### src/design/gpcc_pkg.sv
// Shared types, constants and helpers for the paired genotype concordance counter.
`default_nettype none
package gpcc_pkg;

  localparam int CNT_W   = 32;
  localparam int NUM_CNT = 28;
  localparam int IDX_W   = 5;
  localparam logic [7:0] BASE_N = 8'h4E;

  // Counter indexes
  localparam logic [IDX_W-1:0] IX_MAPPED       = 5'd0;
  localparam logic [IDX_W-1:0] IX_CALLED       = 5'd2;
  localparam logic [IDX_W-1:0] IX_SNP          = 5'd4;
  localparam logic [IDX_W-1:0] IX_SNP_HET      = 5'd6;
  localparam logic [IDX_W-1:0] IX_SOME_MAPPED  = 5'd8;
  localparam logic [IDX_W-1:0] IX_ALL_MAPPED   = 5'd9;
  localparam logic [IDX_W-1:0] IX_SOME_CALLED  = 5'd10;
  localparam logic [IDX_W-1:0] IX_ALL_CALLED   = 5'd11;
  localparam logic [IDX_W-1:0] IX_AGREE        = 5'd12;
  localparam logic [IDX_W-1:0] IX_CONFLICT     = 5'd13;
  localparam logic [IDX_W-1:0] IX_AGREE_HET    = 5'd14;
  localparam logic [IDX_W-1:0] IX_AGREE_HOM    = 5'd16;
  localparam logic [IDX_W-1:0] IX_AGREE_CAT    = 5'd18;
  localparam logic [IDX_W-1:0] IX_CONFLICT_CAT = 5'd23;

  typedef enum logic [2:0] {
    SC_SKIPPED   = 3'd0,
    SC_NOT_BOTH  = 3'd1,
    SC_REF_AGREE = 3'd2,
    SC_VAR_AGREE = 3'd3,
    SC_CONFLICT  = 3'd4
  } site_class_e;

  typedef enum logic [2:0] {
    CAT_SAMEHOM = 3'd0,
    CAT_DIFFHOM = 3'd1,
    CAT_SAMEHET = 3'd2,
    CAT_DIFFHET = 3'd3,
    CAT_HOMHET  = 3'd4,
    CAT_NONE    = 3'd5
  } pair_cat_e;

  typedef logic [NUM_CNT-1:0] bump_mask_t;
  typedef logic [CNT_W-1:0]   cnt_t;

  // One classified transaction waiting for the counter bank
  typedef struct packed {
    logic        is_read;
    logic [IDX_W-1:0] idx;
    site_class_e site_class;
    pair_cat_e   cat;
    bump_mask_t  mask;
  } work_t;

  // Hom/het category of a called pair
  function automatic pair_cat_e pair_cat(input logic hom1, input logic hom2,
                                         input logic [7:0] a1, input logic [7:0] b1,
                                         input logic [7:0] a2, input logic [7:0] b2);
    pair_cat_e c;
    if (hom1 != hom2) begin
      c = CAT_HOMHET;
    end else if (hom1) begin
      c = (a1 == a2) ? CAT_SAMEHOM : CAT_DIFFHOM;
    end else begin
      c = (a1 == a2 && b1 == b2) ? CAT_SAMEHET : CAT_DIFFHET;
    end
    return c;
  endfunction

  // One-hot mask for a counter index
  function automatic bump_mask_t bit_at(input logic [IDX_W-1:0] ix);
    return bump_mask_t'(1) << ix;
  endfunction

endpackage
`default_nettype wire

### src/design/paired_genotype_concordance_counter.sv
// Top level: stream ports, front classifier, work queue and counter bank.
// Path: an accepted transaction is written into the two-entry queue, then popped
// into the result register once that register is empty or its result is taken.
// Throughput: one transaction per cycle while m_axis_tready is high; a held result
// stalls pops, and the two-entry queue keeps input accepting until it is full.
// Reset (rst_ni low, asynchronous) clears all 28 counters, the queue and the
// output valid at once; no clearing pass is needed.
`default_nettype none
module paired_genotype_concordance_counter (
  input  wire logic        clk_i,
  input  wire logic        rst_ni,
  input  wire logic        s_axis_tvalid,
  output logic             s_axis_tready,
  // tdata: site_base[7:0], first_mapped[8], first_called[9], first_allele_a[17:10],
  // first_allele_b[25:18], second_mapped[26], second_called[27],
  // second_allele_a[35:28], second_allele_b[43:36], counter_index[48:44], zero[55:49]
  input  wire logic [55:0] s_axis_tdata,
  // tuser: req_type[0]
  input  wire logic        s_axis_tuser,
  output logic             m_axis_tvalid,
  input  wire logic        m_axis_tready,
  // tdata: site_class[2:0], pair_category[5:3], counter_value[37:6], zero[39:38]
  output logic [39:0]      m_axis_tdata
);

  gpcc_pkg::work_t       front_work, q_work;
  logic                  q_full, q_valid, q_pop;
  gpcc_pkg::site_class_e site_class;
  gpcc_pkg::pair_cat_e   pair_category;
  logic [31:0]           counter_value;

  gpcc_front u_front (
    .req_type_i        (s_axis_tuser),
    .site_base_i       (s_axis_tdata[7:0]),
    .first_mapped_i    (s_axis_tdata[8]),
    .first_called_i    (s_axis_tdata[9]),
    .first_allele_a_i  (s_axis_tdata[17:10]),
    .first_allele_b_i  (s_axis_tdata[25:18]),
    .second_mapped_i   (s_axis_tdata[26]),
    .second_called_i   (s_axis_tdata[27]),
    .second_allele_a_i (s_axis_tdata[35:28]),
    .second_allele_b_i (s_axis_tdata[43:36]),
    .counter_index_i   (s_axis_tdata[48:44]),
    .work_o            (front_work)
  );

  gpcc_fifo u_fifo (
    .clk_i       (clk_i),
    .rst_ni      (rst_ni),
    .push_i      (s_axis_tvalid),
    .push_data_i (front_work),
    .full_o      (q_full),
    .pop_i       (q_pop),
    .valid_o     (q_valid),
    .pop_data_o  (q_work)
  );

  assign s_axis_tready = !q_full;

  gpcc_back u_back (
    .clk_i           (clk_i),
    .rst_ni          (rst_ni),
    .work_valid_i    (q_valid),
    .work_i          (q_work),
    .work_pop_o      (q_pop),
    .out_valid_o     (m_axis_tvalid),
    .out_ready_i     (m_axis_tready),
    .site_class_o    (site_class),
    .pair_category_o (pair_category),
    .counter_value_o (counter_value)
  );

  // Pack result transaction
  assign m_axis_tdata = {2'b00, counter_value, pair_category, site_class};

endmodule
`default_nettype wire

### src/design/gpcc_front.sv
// Front end: classifies one transaction into a counter bump mask and result codes.
`default_nettype none
module gpcc_front (
  input  wire logic                    req_type_i,
  input  wire logic [7:0]              site_base_i,
  input  wire logic                    first_mapped_i,
  input  wire logic                    first_called_i,
  input  wire logic [7:0]              first_allele_a_i,
  input  wire logic [7:0]              first_allele_b_i,
  input  wire logic                    second_mapped_i,
  input  wire logic                    second_called_i,
  input  wire logic [7:0]              second_allele_a_i,
  input  wire logic [7:0]              second_allele_b_i,
  input  wire logic [gpcc_pkg::IDX_W-1:0] counter_index_i,
  output gpcc_pkg::work_t              work_o
);

  logic [1:0] mapped, called, snp, hom;
  logic [7:0] aa [2];
  logic [7:0] ab [2];
  logic       agree;
  gpcc_pkg::pair_cat_e cat;

  assign mapped = {second_mapped_i, first_mapped_i};
  assign called = {second_called_i, first_called_i};
  assign aa[0] = first_allele_a_i;
  assign ab[0] = first_allele_b_i;
  assign aa[1] = second_allele_a_i;
  assign ab[1] = second_allele_b_i;

  // Per-sample genotype traits
  always_comb begin
    for (int s = 0; s < 2; s++) begin
      hom[s] = (aa[s] == ab[s]);
      snp[s] = called[s] && !(aa[s] == site_base_i && ab[s] == site_base_i);
    end
  end

  // Unordered genotype agreement and category
  assign agree = (aa[0] == aa[1] && ab[0] == ab[1]) || (ab[0] == aa[1] && aa[0] == ab[1]);
  assign cat   = gpcc_pkg::pair_cat(hom[0], hom[1], aa[0], ab[0], aa[1], ab[1]);

  // Build bump mask and result codes
  always_comb begin
    work_o.is_read    = req_type_i;
    work_o.idx        = counter_index_i;
    work_o.site_class = gpcc_pkg::SC_SKIPPED;
    work_o.cat        = gpcc_pkg::CAT_NONE;
    work_o.mask       = '0;
    if (!req_type_i && site_base_i != gpcc_pkg::BASE_N) begin
      for (int s = 0; s < 2; s++) begin
        if (mapped[s]) begin
          work_o.mask |= gpcc_pkg::bit_at(gpcc_pkg::IX_MAPPED + 5'(s));
        end
        if (called[s]) begin
          work_o.mask |= gpcc_pkg::bit_at(gpcc_pkg::IX_CALLED + 5'(s));
        end
        if (snp[s]) begin
          work_o.mask |= gpcc_pkg::bit_at(gpcc_pkg::IX_SNP + 5'(s));
          if (!hom[s]) begin
            work_o.mask |= gpcc_pkg::bit_at(gpcc_pkg::IX_SNP_HET + 5'(s));
          end
        end
      end
      if (&mapped) begin
        work_o.mask |= gpcc_pkg::bit_at(gpcc_pkg::IX_ALL_MAPPED);
      end else if (|mapped) begin
        work_o.mask |= gpcc_pkg::bit_at(gpcc_pkg::IX_SOME_MAPPED);
      end
      if (!(&called)) begin
        if (|called) begin
          work_o.mask |= gpcc_pkg::bit_at(gpcc_pkg::IX_SOME_CALLED);
        end
        work_o.site_class = gpcc_pkg::SC_NOT_BOTH;
      end else begin
        work_o.mask |= gpcc_pkg::bit_at(gpcc_pkg::IX_ALL_CALLED);
        if (agree) begin
          if (hom[0] && hom[1] && aa[0] == site_base_i) begin
            work_o.site_class = gpcc_pkg::SC_REF_AGREE;
          end else begin
            work_o.site_class = gpcc_pkg::SC_VAR_AGREE;
            work_o.cat        = cat;
            work_o.mask |= gpcc_pkg::bit_at(gpcc_pkg::IX_AGREE);
            work_o.mask |= gpcc_pkg::bit_at(gpcc_pkg::IX_AGREE_CAT + {2'b00, cat});
            for (int s = 0; s < 2; s++) begin
              if (!hom[s]) begin
                work_o.mask |= gpcc_pkg::bit_at(gpcc_pkg::IX_AGREE_HET + 5'(s));
              end else if (aa[s] != site_base_i) begin
                work_o.mask |= gpcc_pkg::bit_at(gpcc_pkg::IX_AGREE_HOM + 5'(s));
              end
            end
          end
        end else begin
          work_o.site_class = gpcc_pkg::SC_CONFLICT;
          work_o.cat        = cat;
          work_o.mask |= gpcc_pkg::bit_at(gpcc_pkg::IX_CONFLICT);
          work_o.mask |= gpcc_pkg::bit_at(gpcc_pkg::IX_CONFLICT_CAT + {2'b00, cat});
        end
      end
    end
  end

endmodule
`default_nettype wire

### src/design/gpcc_fifo.sv
// Two-entry queue of classified transactions between front end and counter bank.
`default_nettype none
module gpcc_fifo (
  input  wire logic            clk_i,
  input  wire logic            rst_ni,
  input  wire logic            push_i,
  input  wire gpcc_pkg::work_t push_data_i,
  output logic                 full_o,
  input  wire logic            pop_i,
  output logic                 valid_o,
  output gpcc_pkg::work_t      pop_data_o
);

  gpcc_pkg::work_t mem_q [2];
  logic       wr_ptr_q, wr_ptr_d;
  logic       rd_ptr_q, rd_ptr_d;
  logic [1:0] count_q, count_d;
  logic       do_push, do_pop;

  assign full_o     = (count_q == 2'd2);
  assign valid_o    = (count_q != 2'd0);
  assign pop_data_o = mem_q[rd_ptr_q];
  assign do_push    = push_i && !full_o;
  assign do_pop     = pop_i && valid_o;

  // Advance pointers and occupancy
  always_comb begin
    wr_ptr_d = wr_ptr_q ^ do_push;
    rd_ptr_d = rd_ptr_q ^ do_pop;
    count_d  = count_q + {1'b0, do_push} - {1'b0, do_pop};
  end

  always_ff @(posedge clk_i or negedge rst_ni) begin
    if (!rst_ni) begin
      wr_ptr_q <= 1'b0;
      rd_ptr_q <= 1'b0;
      count_q  <= 2'd0;
    end else begin
      wr_ptr_q <= wr_ptr_d;
      rd_ptr_q <= rd_ptr_d;
      count_q  <= count_d;
    end
  end

  // Store entry
  always_ff @(posedge clk_i) begin
    if (do_push) begin
      mem_q[wr_ptr_q] <= push_data_i;
    end
  end

endmodule
`default_nettype wire

### src/design/gpcc_back.sv
// Back end: saturating counter bank and registered result stage.
`default_nettype none
module gpcc_back (
  input  wire logic              clk_i,
  input  wire logic              rst_ni,
  input  wire logic              work_valid_i,
  input  wire gpcc_pkg::work_t   work_i,
  output logic                   work_pop_o,
  output logic                   out_valid_o,
  input  wire logic              out_ready_i,
  output gpcc_pkg::site_class_e  site_class_o,
  output gpcc_pkg::pair_cat_e    pair_category_o,
  output logic [31:0]            counter_value_o
);

  gpcc_pkg::cnt_t cnt_q [gpcc_pkg::NUM_CNT];
  logic        out_valid_q, out_valid_d;
  gpcc_pkg::site_class_e class_q;
  gpcc_pkg::pair_cat_e   cat_q;
  logic [31:0] value_q, value_d;
  logic [63:0] wide;

  assign work_pop_o = work_valid_i && (!out_valid_q || out_ready_i);

  // Select requested counter, low 32 bits
  always_comb begin
    wide    = '0;
    value_d = '0;
    if (work_i.is_read && work_i.idx < gpcc_pkg::IDX_W'(gpcc_pkg::NUM_CNT)) begin
      wide    = 64'(cnt_q[work_i.idx]);
      value_d = wide[31:0];
    end
  end

  always_comb begin
    out_valid_d = out_valid_q;
    if (work_pop_o) begin
      out_valid_d = 1'b1;
    end else if (out_ready_i) begin
      out_valid_d = 1'b0;
    end
  end

  // Bump counters, hold at maximum
  always_ff @(posedge clk_i or negedge rst_ni) begin
    if (!rst_ni) begin
      for (int i = 0; i < gpcc_pkg::NUM_CNT; i++) begin
        cnt_q[i] <= '0;
      end
      out_valid_q <= 1'b0;
    end else begin
      out_valid_q <= out_valid_d;
      if (work_pop_o) begin
        for (int i = 0; i < gpcc_pkg::NUM_CNT; i++) begin
          if (work_i.mask[i] && cnt_q[i] != '1) begin
            cnt_q[i] <= cnt_q[i] + gpcc_pkg::cnt_t'(1);
          end
        end
      end
    end
  end

  // Load result register
  always_ff @(posedge clk_i) begin
    if (work_pop_o) begin
      class_q <= work_i.site_class;
      cat_q   <= work_i.cat;
      value_q <= value_d;
    end
  end

  assign out_valid_o     = out_valid_q;
  assign site_class_o    = class_q;
  assign pair_category_o = cat_q;
  assign counter_value_o = value_q;

endmodule
`default_nettype wire

### config.mk
export PLATFORM = sky130hd
export DESIGN_NAME = paired_genotype_concordance_counter
export DESIGN_NICKNAME = d
export VERILOG_FILES = /design/src/design/gpcc_pkg.sv /design/src/design/paired_genotype_concordance_counter.sv /design/src/design/gpcc_front.sv /design/src/design/gpcc_fifo.sv /design/src/design/gpcc_back.sv
export SDC_FILE = /design/constraint.sdc
export NUM_CORES = 2
export LEC_CHECK = 0
export CAP_MARGIN = 20
export CORE_ASPECT_RATIO = 0.75
export CORE_UTILIZATION = 65
export DETAILED_ROUTE_END_ITERATION = 7
export DONT_BUFFER_PORTS = 1
export PLACE_DENSITY_LB_ADDON = 0.1
export SETUP_SLACK_MARGIN = 0.4
export SKIP_CTS_REPAIR_TIMING = 1
export SYNTH_ARGS = -nofsm -noshare
export SYNTH_HDL_FRONTEND = slang
export SYNTH_SLANG_ARGS = --single-unit
### constraint.sdc
create_clock -name clk_i -period 6 [get_ports clk_i]
set_clock_uncertainty 0.2 [all_clocks]
set_input_delay 1.2 -clock clk_i [delete_from_list [all_inputs] [get_ports clk_i]]
set_output_delay 1.2 -clock clk_i [all_outputs]
set_load 0.02 [all_outputs]
# [Word-level counts from Yosys, hierarchy flattened]
# Memory sizes are Yosys's and may differ from the RTL's.
# Cells that the tools add are included.
[classes] n_lt_le_gt_ge=2 add_sub_neg=32 n_reduce_logical=82 div_mod_pow=0 n_eq_ne=43 n_mux=34 bitwise=5 shifts=2 multipliers=0
[op_table] operator="$add A32 B1 Y32 const B" count=28
[op_table] operator="$ne A32 B32 Y1 const B" count=28
[op_table] operator="$bmux W32 S5" count=1
[op_table] operator="$eq A8 B8 Y1" count=10
[op_table] operator="$mux W34" count=2
[op_table] operator="$mux W32" count=2
[op_table] operator="$reduce_and A2 Y1" count=30
[op_table] operator="$mux W28" count=2
[op_table] operator="$or A28 B28 Y28" count=2
[op_table] operator="$shl A1 B5 Y28 const A" count=2
[op_table] operator="$logic_and A1 B1 Y1" count=41
[op_table] operator="$mux W18" count=2
[op_table] operator="$mux W17" count=2
[op_table] operator="$mux W31" count=1
[op_table] operator="$mux W8" count=2
[op_table] operator="$ne A8 B8 Y1" count=2
[op_table] operator="$mux W3" count=5
[op_table] operator="$mux W7" count=2
[op_table] operator="$mux W11" count=1
[op_table] operator="$add A5 B3 Y5 const A" count=2
[op_table] operator="$mux W10" count=1
[op_table] operator="$mux W9" count=1
[op_table] operator="$mux W1" count=8
[op_table] operator="$ne A8 B7 Y1 const B" count=1
[op_table] operator="14 further kinds" count=22
[totals] mem_count=1 ram_bits=80 output_inout_bits=42 in_bits=61 rom_bits=0 regBits=939 latch_bits=0 elab_cells=236
[mem_list] name="u_fifo.mem_q" words=2 width=40 read_ports=1 rd_clocked_by_memory_dff=0 write_ports=1 line_no="gpcc_fifo.sv:14" rtl="gpcc_pkg::work_t mem_q [2];"

# [Logic depth before layout (Yosys ltp)]
[depth] word_depth=21 depth_mapped=11 depth_no_buf=8

# [By module]
# From an unflattened synthesis, not the netlist that was laid out.
[unflattened] cells_unflattened=4744 hier_area_um2=54014.3
[by_module_without_submodules] mod="gpcc_back" area_per_inst_um2=49473.7 instances=1 cells_each=4432 seq_area_each_um2=23587.6
[by_module_without_submodules] mod="gpcc_fifo" area_per_inst_um2=3311.9 instances=1 cells_each=145 seq_area_each_um2=2502.4
[by_module_without_submodules] mod="gpcc_front" area_per_inst_um2=1206.2 instances=1 cells_each=163 seq_area_each_um2=0.0
[by_module_without_submodules] mod="paired_genotype_concordance_counter" area_per_inst_um2=22.5 instances=1 cells_each=4 seq_area_each_um2=0.0

# [Least setup slack after synthesis]
# OpenSTA, ideal clock, no wires.
[synth_path] path_type="input port to flip-flop" start="input m_axis_tready" end="register u_back.cnt_q[202] (netlist bit)" path_slack_ns=2.271 path_stages=7 arrival_time_ns=3.405 setup_time_ns=0.124 required_time_ns=5.676 path_buffers=0 cell_sequence="nand2b_1 -> nand2_1 -> inv_1 -> nand2_1 -> a311oi_1 -> nand3_1 -> xnor2_1"
[synth_via] elab_chain_len=3
[synth_lines] element="start: declaration" line_no="paired_genotype_concordance_counter.sv:21" rtl="input wire logic m_axis_tready,"
[synth_lines] element="$logic_or A1 B1 Y1" line_no="gpcc_back.sv:23" rtl="assign work_pop_o = work_valid_i && (!out_valid_q || out_ready_i);"
[synth_lines] element="$logic_and A1 B1 Y1" line_no="gpcc_back.sv:23"
[synth_lines] element="via q_pop" line_no="paired_genotype_concordance_counter.sv:27" rtl="logic q_full, q_valid, q_pop;"
[synth_lines] element="$reduce_and A2 Y1 (no line)"
[synth_lines] element="end signal: indexed assignment" line_no="gpcc_back.sv:56" rtl="cnt_q[i] <= cnt_q[i] + gpcc_pkg::cnt_t'(1);"
[synth_lines] element="end: declaration" line_no="gpcc_back.sv:16" rtl="gpcc_pkg::cnt_t cnt_q [gpcc_pkg::NUM_CNT];"
# The timed path passes the listed nets, and every way through them passes these cells.
# A chain may end at the register's enable or synchronous reset.

# [Worst setup path in the final report]
[layout_path] start="register u_fifo.rd_ptr_q" end="register u_back.value_q[13] (netlist: u_back.counter_value_o[13]), data pin"
[layout_via] elab_chain_len=5 elab_cells_between_ends=7 cone_classes="order compare (1); mux (3); bitwise (1); reduce/logical (1); memory (1)"
[layout_lines] element="start: declaration" line_no="gpcc_fifo.sv:16" rtl="logic rd_ptr_q, rd_ptr_d;"
[layout_lines] element="start signal: assignment" line_no="gpcc_fifo.sv:40" rtl="rd_ptr_q <= rd_ptr_d;"
[layout_lines] element="$mem_v2 Z2 W40 (*)"
[layout_lines] element="$not A5 Y6 (implied by the code)" line_no="gpcc_back.sv:30" rtl="wide = 64'(cnt_q[work_i.idx]);"
[layout_lines] element="$bmux W32 S5" line_no="gpcc_back.sv:30"
[layout_lines] element="$mux W32 (implied by the code) (2 in series)" line_no="gpcc_back.sv:30"
[layout_lines] element="end signal: assignment" line_no="gpcc_back.sv:68" rtl="value_q <= value_d;"
[layout_lines] element="end: declaration" line_no="gpcc_back.sv:20" rtl="logic [31:0] value_q, value_d;"
# Every way passes the cells marked *; elsewhere a longest branch is shown, timed or not. The select of a mux whose other input is x is not followed.

==> results.tsv <==
stage	metric	value	unit
synth	Mapped Area	54500	um^2
worst_setup_path	Worst Path Arrival	4620	ps
cts	Root Buffer	clkbuf_16	
route	final WL	158	mm
placed_design	dpl cells	6154	
sta	Tmin final	4370	ps
synth	largest family of logic cells by synthesized area	simple AND/OR/NAND/NOR gates	
synth	syn_area_per_cell	10.6	um^2
global_route	grt ovf	0	
floorplanning	Die Span X	336	um
pwr	Power per Cell Area	369	nW/um^2
cts	Clock Latency Late Sink	700	ps
worst_hold_path	Worst Hold Class	in2async	
synth	Gate Count Post-Synth	5141	
sta	setup TNS	0	ps
synth	ys async rst share	88.6	%
worst_setup_path	CP endpoint kind	flip-flop	
sta	setup ws final	1630	ps
sta	fmax	229	MHz
synth	mux contribution to synthesized area	8.22	%
route	routed length per instance	24.9	um
floorplanning	Die Y	253	um
final_layout	nets@finish	5240	
final_layout	synth-to-layout area growth	8.61	%
worst_setup_path	peak fanout along the critical path	60	
cts	CTS max path bufs	3	
sta	Pins Over Slew Limit	210	
synth	compound-cell area share of the yosys netlist	4.21	%
synth	register area share after synthesis	47.8	%
sta	Final Hold Fails	0	
route	DRC viols	0	
cts	clock tree sinks	1017	
worst_setup_path	Crit path required time	6250	ps
placed_design	Port Buffers	0	
global_route	first-pass GRT wire length	240	mm
route	ANT nets after route	0	
route	DR iter-0 viols	5782	
status	failing checks	max-slew violations	
global_route	largest net degree at the start of global routing	902	
pwr	Design Power	21.8	mW
final_layout	Final Cell Area	59200	um^2
final_layout	ratio of cells with drive above 1 in the final layout	9.90	%
placed_design	Post-DP Area	55600	um^2
synth	synthesis-stage register bit count	1017	
placed_design	GPL Wtd Cong	0.991	
global_route	vias in the first global route	38868	
worst_setup_path	startpoint class of the critical path	flip-flop	
cts	CTS Buf Count	99	
global_route	GR Util All Layers	37.7	%
floorplanning	# IOs	103	
synth	Synth Area in XOR/XNOR	14.7	%
cts	TritonCTS clock tree	yes	
placed_design	setup slack at placement	1800	ps
floorplanning	Rows	91	
cts	CTS HTree Levels	3	
pwr	LEAKAGE	24.6	nW
synth	Synth Area in Adders	0.803	%
route	via count	41903	
synth	post-synthesis cell type with the largest combined area	dfrtp_1	
sta	fin crit share	72.8	%
route	DR vias/cell	6.60	
cts	CTS clock-pin slew for the worst setup and hold paths	70	ps
synth	Yosys cell types	100	
job	max cap viols	0	
floorplanning	die area	85000	um^2
synth	ys flop type	dfrtp_1	
sta	Rel. slew slack	-35.6	%
final_layout	post-route core utilization	71.6	%
pwr	Peak VDD IR	323	uV
synth	yosys warns	0	
synth	synth top area cells	dfrtp_1 (41%), xnor2_1 (9.9%), mux4_2 (6.6%), edfxtp_1 (6.4%), nand2_1 (5.0%)	
sta	worst-margin pin slew	2030	ps
global_route	initial antenna violation count	8	
floorplanning	Starting Density	65.9	%
status	outcome	finished with violations	
synth	simple-gate area share of the yosys netlist	22.2	%
floorplanning	core area	82700	um^2
worst_setup_path	Setup CP Type	reg2reg	
sta	hold slack	31.4	ps
sta	final setup fails	0	
route	Pre-Repair DR Iteration Count	8	
placed_design	Post-DP HPWL	115	mm
final_layout	Final Instance Count excl. Fillers	6348	
synth	Post-synth EDFFs	116	
sta	unrepaired setup endpoints after global routing	false	
synth	Synth top area share	41.4	%
logic make-up (layout without fill, tap and decap cells):
family                   after synthesis  count (layout)
AO/OA/AOI/OAI                        339             339
XOR/XNOR                             916             916
adder cells (fa/ha/maj)               35              35
buffers and inverters                247             331
flip-flops                          1017            1017
multiplexers                         240             240
other                                  1               8
AND/OR/NAND/NOR                     2346            2346
routing by layer:
metal	track usage, %	wire length, um	share of wire [%]	vias up
met1	56.7	66900	42	20952
met4	14.5	6370	4.0	16
met2	51.1	65200	41	2179
met3	11.5	19700	12	321
li1	-	-	-	18435
met5	0	126	0.080	-
state kept, by name, indices dropped and copies added (netlist names), 2 cells and up:
| register | flops |
|---|---|
| u_back.pair_category_o | 3 |
| u_back.cnt_q | 896 |
| u_fifo.mem_q | 78 |
| u_fifo.count_q | 2 |
| u_back.site_class_o | 3 |
| u_back.counter_value_o | 32 |
path summary, 6_finish.rpt:
| kind | startpoint | to | slack [ps] | cells after the start |
|---|---|---|---|---|
| min in group clk_i | u_back.cnt_q[562]$_DFFE_PN0P_ | u_back.cnt_q[562]$_DFFE_PN0P_ | 290 | 1 |
| hold reg to reg | u_back.cnt_q[562]$_DFFE_PN0P_ | u_back.cnt_q[562]$_DFFE_PN0P_ | 290 | 1 |
| setup reg to reg | u_fifo.rd_ptr_q$_DFF_PN0_ | u_back.counter_value_o[13]$_SDFFCE_PN0P_ | 1630 | 5 |
| setup / recovery | u_fifo.rd_ptr_q$_DFF_PN0_ | u_back.counter_value_o[13]$_SDFFCE_PN0P_ | 1630 | 5 |
| hold / removal | rst_ni | u_back.cnt_q[52]$_DFFE_PN0P_ | 30 | 0 |
| max in group asynchronous | rst_ni | u_back.cnt_q[869]$_DFFE_PN0P_ | 3970 | 0 |
where the power goes:
group	leakage (nW)	internal, mW	total (mW)	switching [mW]
registers	13.2	7.85	9.01	1.17
clock network	1.75	4.04	6.85	2.81
logic	9.69	2.12	5.97	3.86
layout by cell type (no fill, tap or decap), types with 11 or more instances in the layout:
cell type	n
or2_2	19
nor3_1	171
clkbuf_16	103
nor2_1	271
mux2i_1	32
and4_1	108
clkbuf_1	18
and2_1	59
nor2b_1	12
a21oi_1	135
xnor2_1	616
buf_4	45
bufinv_16	16
or3_1	18
nand3_1	362
dfrtp_1	900
edfxtp_1	116
clkbuf_8	16
inv_1	90
clkinv_2	23
a31oi_1	39
o21ai_0	39
xor2_1	300
nand3b_1	12
and3_1	175
ha_1	33
mux4_2	159
mux2_2	42
nor3b_1	12
nand4_1	276
a2111oi_1	12
a2111oi_2	11
nand2b_1	16
nand2_1	720
o211ai_1	11
nor4_1	47
Yosys cell counts, types with 12 or more instances:
| cell type | instances |
|---|---|
| xor2_1 | 300 |
| nor4_1 | 47 |
| nand3_1 | 362 |
| ha_1 | 35 |
| dfrtp_1 | 901 |
| mux2i_1 | 34 |
| a31oi_1 | 39 |
| mux2_2 | 43 |
| xnor2_1 | 616 |
| nand4_1 | 276 |
| nor2_1 | 272 |
| o21ai_0 | 39 |
| and3_1 | 175 |
| buf_6 | 14 |
| clkbuf_1 | 74 |
| edfxtp_1 | 116 |
| nor3b_1 | 12 |
| inv_1 | 91 |
| buf_2 | 55 |
| or3_1 | 18 |
| and4_1 | 108 |
| nor2b_1 | 13 |
| and2_1 | 59 |
| or2_2 | 19 |
| a21oi_1 | 135 |
| nand2b_1 | 16 |
| nand3b_1 | 12 |
| nor3_1 | 171 |
| mux4_2 | 159 |
| nand2_1 | 720 |
area by class of cell:
type / count / area (um^2)
well taps: 1116 / 1400
clock buffers: 137 / 2870
multi-input cells: 3882 / 27400
clock inverters: 50 / 701
diodes: 2 / 5.00
fillers: 6056 / 23500
flip-flops and latches: 1017 / 26000
repair buffers: 53 / 408
inverters: 91 / 342
critical path, stage by stage, from the launching register on:
cell and delay (ps):
dfrtp_4 720, mux2_4 870, mux4_2 650, a2111oi_2 1010, nand3_1 360, and3_1 290
Note: power is estimated with default switching activity, not from simulation.
